File: src/quaternion_slerp_core_assert.svh
// assertion macros for the quaternion slerp core
// used by the top level only, needs clock and reset names passed in
`ifndef QUATERNION_SLERP_CORE_ASSERT_SVH
`define QUATERNION_SLERP_CORE_ASSERT_SVH

// same-cycle implication
`define QSC_ASSERT_IMPLY(name, clk, rst, pre, post, msg) \
   name: assert property (@(posedge clk) disable iff (rst) (pre) |-> (post)) \
      else $error(msg);

// next-cycle implication
`define QSC_ASSERT_NEXT(name, clk, rst, pre, post, msg) \
   name: assert property (@(posedge clk) disable iff (rst) (pre) |=> (post)) \
      else $error(msg);

`endif

File: src/qslerp_pkg.sv
// shared types, constants and the arctangent table for the slerp core
// no dependencies
`default_nettype none

package qslerp_pkg;

   // pipeline segment lengths
   localparam int ISQRT_LAT  = 31;
   localparam int VEC_STEPS  = 30;
   localparam int SIN_STEPS  = 30;
   localparam int SIN_LAT    = SIN_STEPS + 1;
   localparam int DIV_STEPS  = 46;
   localparam int DIV_LAT    = DIV_STEPS + 2;

   // register positions along the pipeline (0 = first stage)
   localparam int POS_SQRT_OUT = 2 + ISQRT_LAT;
   localparam int POS_VEC_OUT  = POS_SQRT_OUT + VEC_STEPS;
   localparam int POS_ANG      = POS_VEC_OUT + 1;
   localparam int POS_SIN_OUT  = POS_ANG + SIN_LAT;
   localparam int POS_DIV_OUT  = POS_SIN_OUT + DIV_LAT;
   localparam int POS_WGT      = POS_DIV_OUT + 1;
   localparam int PIPE_LAT     = POS_DIV_OUT + 4;

   // delay line lengths and taps
   localparam int SIDE_LEN = POS_DIV_OUT - 1;
   localparam int T_TAP    = POS_VEC_OUT - 2;
   localparam int C_LEN    = POS_SQRT_OUT - 1;
   localparam int S_LEN    = POS_SIN_OUT - POS_SQRT_OUT;

   // fixed-point constants
   localparam logic [61:0]        Q60_ONE     = 62'(1) << 60;
   localparam logic signed [38:0] Q30_HALF_PI = 39'sd1686629713;
   localparam logic signed [38:0] Q30_PI      = 39'sd3373259426;
   localparam logic signed [33:0] Q30_GAIN_INV = 34'sd652032874;
   localparam logic signed [46:0] W_LERP_SUM  = 47'sd1073741824;

   // item data carried alongside the angle datapath
   typedef struct packed {
      logic [3:0][15:0] a;
      logic [3:0][16:0] bn;
      logic [15:0]      t;
      logic             lerp;
   } side_type;

   // atan(2^-i) in Q30
   function automatic logic [29:0] atan_q30(input logic [4:0] idx);
      logic [29:0] v;
      unique case (idx)
         5'd0:  v = 30'h3243F6A8;
         5'd1:  v = 30'h1DAC6705;
         5'd2:  v = 30'h0FADBAFC;
         5'd3:  v = 30'h07F56EA6;
         5'd4:  v = 30'h03FEAB76;
         5'd5:  v = 30'h01FFD55B;
         5'd6:  v = 30'h00FFFAAA;
         5'd7:  v = 30'h007FFF55;
         5'd8:  v = 30'h003FFFEA;
         5'd9:  v = 30'h001FFFFD;
         5'd10: v = 30'h000FFFFF;
         5'd11: v = 30'h0007FFFF;
         5'd12: v = 30'h0003FFFF;
         5'd13: v = 30'h0001FFFF;
         5'd14: v = 30'h0000FFFF;
         5'd15: v = 30'h00007FFF;
         5'd16: v = 30'h00003FFF;
         5'd17: v = 30'h00001FFF;
         5'd18: v = 30'h00000FFF;
         5'd19: v = 30'h000007FF;
         5'd20: v = 30'h000003FF;
         5'd21: v = 30'h000001FF;
         5'd22: v = 30'h000000FF;
         5'd23: v = 30'h0000007F;
         5'd24: v = 30'h0000003F;
         5'd25: v = 30'h0000001F;
         5'd26: v = 30'h0000000F;
         5'd27: v = 30'h00000008;
         5'd28: v = 30'h00000004;
         5'd29: v = 30'h00000002;
         default: v = '0;
      endcase
      return v;
   endfunction

endpackage

`default_nettype wire

File: src/qslerp_isqrt.sv
// pipelined integer square root, one result bit per stage
// depends on qslerp_pkg
`default_nettype none

module qslerp_isqrt import qslerp_pkg::*; (
   input  wire logic        clock,
   input  wire logic        en,
   input  wire logic [60:0] radicand,
   output logic      [30:0] root
);

   logic [61:0] rem_ff [ISQRT_LAT];
   logic [61:0] res_ff [ISQRT_LAT];

   for (genvar k = 0; k < ISQRT_LAT; k++) begin : g_step
      localparam logic [61:0] BIT = 62'(1) << (60 - 2 * k);
      logic [61:0] rem_prev, res_prev, trial, rem_in, res_in;

      if (k == 0) begin : g_first
         assign rem_prev = {1'b0, radicand};
         assign res_prev = '0;
      end else begin : g_next
         assign rem_prev = rem_ff[k-1];
         assign res_prev = res_ff[k-1];
      end

      // trial subtract of the next root bit
      always_comb begin
         trial = res_prev + BIT;
         if (rem_prev >= trial) begin
            rem_in = rem_prev - trial;
            res_in = (res_prev >> 1) + BIT;
         end else begin
            rem_in = rem_prev;
            res_in = res_prev >> 1;
         end
      end

      always_ff @(posedge clock) begin
         if (en) begin
            rem_ff[k] <= rem_in;
            res_ff[k] <= res_in;
         end
      end
   end

   assign root = res_ff[ISQRT_LAT-1][30:0];

endmodule

`default_nettype wire

File: config.mk
export PLATFORM = sky130hd
export DESIGN_NAME = qslerp_isqrt
export DESIGN_NICKNAME = d
export VERILOG_FILES = /design/src/quaternion_slerp_core_assert.svh /design/src/qslerp_pkg.sv /design/src/qslerp_isqrt.sv
export SDC_FILE = /design/constraint.sdc
export NUM_CORES = 2
export LEC_CHECK = 0
export BUFFER_PORTS_ARGS = -buffer_cell sky130_fd_sc_hd__buf_4
export CAP_MARGIN = 25
export CORE_ASPECT_RATIO = 0.7
export CORE_MARGIN = 5
export CORE_UTILIZATION = 40
export CTS_BUF_LIST = sky130_fd_sc_hd__clkbuf_8
export DETAILED_ROUTE_END_ITERATION = 16
export MAX_ROUTING_LAYER = met4
export PLACE_DENSITY_LB_ADDON = 0.12
export SKIP_LAST_GASP = 1
export SYNTH_ARGS = -nofsm -noshare
export SYNTH_HDL_FRONTEND = slang
export SYNTH_SLANG_ARGS = --single-unit
File: constraint.sdc
create_clock -name clock -period 7.7 [get_ports clock]
set_input_delay 1.155 -clock clock [delete_from_list [all_inputs] [get_ports clock]]
set_output_delay 1.155 -clock clock [all_outputs]
set_load 0.005 [all_outputs]
## Word level (Yosys, flattened, before mapping)

Memories as Yosys holds them, arrays and structs flattened.
Cells that the tools add are included.

| word-level totals | value |
|---|---|
| memory bits (writable) | 3844 |
| output and inout port bits | 31 |
| memories kept | 2 |
| input port bits | 63 |
| word-level logic and storage cells | 188 |
| register bits | 0 |

| operators by class | value |
|---|---|
| add/subtract/negate cells | 91 |
| muxes and demuxes | 64 |
| $lt $le $gt $ge | 31 |

Memories:

| memory | words | width | rd ports | clocked after memory_dff | wr ports | line | RTL |
|---|---|---|---|---|---|---|---|
| rem_ff | 31 | 62 | 30 | 0 | 31 | qslerp_isqrt.sv:12 | `logic [61:0] rem_ff [ISQRT_LAT];` |
| res_ff | 31 | 62 | 31 | 0 | 31 | qslerp_isqrt.sv:13 | `logic [61:0] res_ff [ISQRT_LAT];` |

Operator list:

| kind | number |
|---|---|
| 2-to-1 mux 62 bit | 61 |
| >= comparator 62 bit | 30 |
| subtractor 62 bit | 30 |
| adder 61 x 1 -> 62 bit, second input constant | 1 |
| adder 61 x 11 -> 62 bit, second input constant | 1 |
| adder 61 x 13 -> 62 bit, second input constant | 1 |
| adder 61 x 15 -> 62 bit, second input constant | 1 |
| adder 61 x 17 -> 62 bit, second input constant | 1 |
| adder 61 x 19 -> 62 bit, second input constant | 1 |
| adder 61 x 21 -> 62 bit, second input constant | 1 |
| adder 61 x 23 -> 62 bit, second input constant | 1 |
| adder 61 x 25 -> 62 bit, second input constant | 1 |
| adder 61 x 27 -> 62 bit, second input constant | 1 |
| adder 61 x 29 -> 62 bit, second input constant | 1 |
| adder 61 x 3 -> 62 bit, second input constant | 1 |
| adder 61 x 31 -> 62 bit, second input constant | 1 |
| adder 61 x 33 -> 62 bit, second input constant | 1 |
| adder 61 x 35 -> 62 bit, second input constant | 1 |
| adder 61 x 37 -> 62 bit, second input constant | 1 |
| adder 61 x 39 -> 62 bit, second input constant | 1 |
| adder 61 x 41 -> 62 bit, second input constant | 1 |
| adder 61 x 43 -> 62 bit, second input constant | 1 |
| adder 61 x 45 -> 62 bit, second input constant | 1 |
| adder 61 x 47 -> 62 bit, second input constant | 1 |
| other kinds (43) | 44 |

## Logic depth before layout (Yosys ltp)

An unclocked memory read counts as a cell.

| logic depth | value |
|---|---|
| depth after elaboration | 4 |
| gate-level depth with buffers | 14 |
| gate-level depth less buffers | 12 |

## Least setup slack after synthesis

No wires, ideal clock.

| timing | value |
|---|---|
| kind | flip-flop to flip-flop |
| from | memory rem_ff[13][48] (netlist: rem_ff[0][854]) |
| to | memory rem_ff[14][45] (netlist: rem_ff[0][913]) (data pin) |
| setup time | 0.258 ns |
| data arrival time | 3.253 ns |
| cell stages (with the launch flop) | 13 |
| buffers on the path | 3 |
| slack | 4.189 ns |
| required time | 7.442 ns |
| cell sequence | edfxtp_1 buf_6 or4_4 or3_4 or4_4 or3_4 or3_4 nor3_2 a21bo_1 buf_6 buf_2 nor2_1 a21oi_1 |

RTL lines:

| element | line |
|---|---|
| from (decl) | qslerp_isqrt.sv:12 |

==> reports/qor.csv <==
metric,value,unit
vias,73000,
Post-Syn Area,113000,um^2
Pins Over Slew Limit,0,
post-route antenna net violation count,0,
RR Endpoint,rem_ff[1][661]$_DFFE_PP_,
"reg-to-reg slack, setup",3140,ps
first-pass GRT wire length,440,mm
Multi-input gate area,39400,um^2
DR vias/cell,5.42,
hold_buf cts,0,
leakage power,0.0472,uW
Final Critical Period,4560,ps
CP Cell Sequence,ha_1 > or4b_2 > nor4_1 > nand4_1 > nand4_1 > nor3_2 > buf_4 > a2111o_1 > or4_1 > xnor2_1,
placed insts,12800,
DR DRC count,0,
maximum vdd drop,153,uV
Reg-to-Reg Start,rem_ff[1][569]$_DFFE_PP_,
Setup TNS,0,ps
initial antenna violation count,11,
Tightest Hold Check Type,input pin to flip-flop,
CP max-delay cell,nor4_1,
Most used DFF post-synth,edfxtp_1,
Die W,646,um
Setup-failing EPs final,0,
CTS resizes,0,
H-tree Lvls,5,
IO buf count,93,
Initial DRT Pass Iterations,5,
Crit Path Max Fanout,50,
Die ar.,294000,um^2
worst path required time,8400,ps
Fin. Hold Viols,0,
worst skew pair latency,1020,ps
Total Wirelength,295,mm
core box area,282000,um^2
Fin Hold WS,312,ps
worst setup path start,rem_ff[1][569]$_DFFE_PP_,
CP endpoint kind,flip-flop,
Rows,163,
Unique masters post-synth,85,
Max Buffers Root-to-Sink,4,
Worst Tran Pin Value,1110,ps
pre-CTS setup slack,3160,ps
synth warn,0,
vias in the first global route,70000,
"Setup Fix Bufs, Post-CTS",0,
clock sinks,2356,
die height,455,um
PD cells,286,nW/um^2
fin util,44.6,%
Crit path max-delay family,simple AND/OR/NAND/NOR gates,
final setup skew,87.1,ps
Synth Instances,9019,
first-iteration detailed-routing DRC count,6821,
clock root cell,clkbuf_8,
status,"complete, no violations",
fraction of registers with async set/reset,0,%
"slowest stage delay, CP",840,ps
Startpoint Class,flip-flop,
most frequent CP cell,nand4_1,
register area,70700,um^2
WP data arrival,5260,ps
Placer Congestion,0.917,
RSZ-0062 raised after global routing,no,
"flops & latches, synth",2356,
total congestion overflow,0,
Ports,94,
reg2reg path depth,10,
share of layout cells above drive strength 1,8.59,%
max-cap viol count,0,
nets,9953,
Num CTS Buffers,381,
CTS tree,built,
P&R area growth vs syn,11.0,%
slew margin rel.,26.0,%
Worst Setup EP,rem_ff[1][661]$_DFFE_PP_,
final period utilization,59.2,%
largest net degree at the start of global routing,196,
number of synthesized flops with an enable pin,2356,
Total GRT Usage,20.1,%
Setup CP Type,flip-flop to flip-flop,
WL per Instance,21.9,um
Buf/Inv on CP,1,
Max Clock Freq,219,MHz
Mapped Avg Cell Area,12.6,um^2
fillers,25600,
dpl hpwl,212,mm
Layout Cells excl Fill,13500,
Worst-path clk slew,60,ps
final worst slack,3140,ps
Initial Utilization,40.2,%
sequential share of the synthesized area,62.5,%
Stages on worst setup path,10,
==> cell families after synthesis <==
group	count (synthesis)	synth area share (%)
simple gates	2663	12.2
xor+xnor	831	6.43
flops	2356	62.5
fa+ha+maj	523	5.78
other cells	1	0.00331
mux	95	0.934
buf+inv	839	2.82
compound gates	1711	9.38
==> worst min-delay path by stage <==
stage | from | to | cells after the start
floorplan | rem_ff[0][440]$_DFFE_PP_ | rem_ff[0][502]$_DFFE_PP_ | 0
global placement | rem_ff[1][203]$_DFFE_PP_ | rem_ff[1][265]$_DFFE_PP_ | 0
detailed placement | res_ff[1][217]$_DFFE_PP_ | res_ff[1][278]$_DFFE_PP_ | 0
CTS | radicand[30] | rem_ff[0][30]$_DFFE_PP_ | 1
global route | radicand[52] | rem_ff[0][52]$_DFFE_PP_ | 1
finish | radicand[54] | rem_ff[0][54]$_DFFE_PP_ | 1
==> metrics by stage <==
stage,power (uW),instance area [um^2]
6_report,36000,126000
5_1_grt,38000,126000
4_1_cts,36300,126000
3_5_place_dp,25600,119000
3_3_place_gp,25600,119000
2_1_floorplan,23000,113000
==> cells in the final DEF, fill, tap and decap left out, types with 101 or more instances in the layout <==
master	n
xnor2_1	435
a21oi_1	623
ha_1	523
buf_4	147
nand3_1	148
clkbuf_8	386
nor2_1	627
nor4_1	312
nand2b_1	106
edfxtp_1	2356
nand2_1	511
o21ai_0	361
xor2_1	396
a21o_1	217
or3_1	101
nor3_1	255
nand4_1	168
inv_1	739
==> state kept, by name (all words and copies together), names as in the netlist <==
signal	flops
rem_ff	1860
res_ff	496
==> power breakdown <==
group | internal [uW] | total [uW] | switching [uW] | leakage [uW]
logic | 3220 | 7810 | 4590 | 0.0206
clock network | 5320 | 10400 | 5100 | 0.00400
registers | 16300 | 17700 | 1450 | 0.0227
==> layout make-up <==
type / instances / share of cell area [%]
multi-input cells: 5825 / 31.3
clock buffers: 386 / 4.22
inverters: 638 / 1.90
well taps: 3795 / 3.78
diodes: 3 / 0.00597
repair buffers: 165 / 1.09
flip-flops and latches: 2356 / 56.3
clock inverters: 293 / 1.42
==> synth_stat cells, types with 19 or more instances <==
cell type	number	share of area (%)
ha_1	523	5.8
o21a_1	98	0.65
inv_1	637	2.1
nor3b_1	19	0.13
or2_2	45	0.25
or4_1	56	0.37
o211ai_1	48	0.32
a2111oi_0	19	0.15
nand3b_1	33	0.22
nand3_1	149	0.66
nor3_1	257	1.1
and4_1	23	0.18
and3_1	35	0.19
a21o_1	217	1.4
a31oi_1	42	0.23
a21oi_1	623	2.8
o31ai_1	33	0.22
xor2_1	396	3.1
nor2_1	628	2.1
nand2_1	512	1.7
or3_1	101	0.56
mux2_2	86	0.85
xnor2_1	435	3.4
o21bai_1	47	0.31
nor4b_1	44	0.34
nand4b_1	25	0.19
a211oi_1	42	0.28
o21ai_0	361	1.6
nor2b_1	64	0.35
a21boi_0	25	0.17
and2_1	39	0.22
clkbuf_1	174	0.58
edfxtp_1	2356	62
nor4_1	313	1.7
buf_1	19	0.063
nand4_1	168	0.93
nand2b_1	106	0.59
==> layer usage <==
layer | part of all wire [%] | wire length (um) | GRT usage, %
met5 | 0 | 0 | -
met4 | 2.8 | 8120 | 5.45
met3 | 6.3 | 18600 | 2.78
met2 | 40 | 116000 | 26.9
met1 | 51 | 151000 | 31.4
Note: power is estimated with default switching activity, not from simulation.
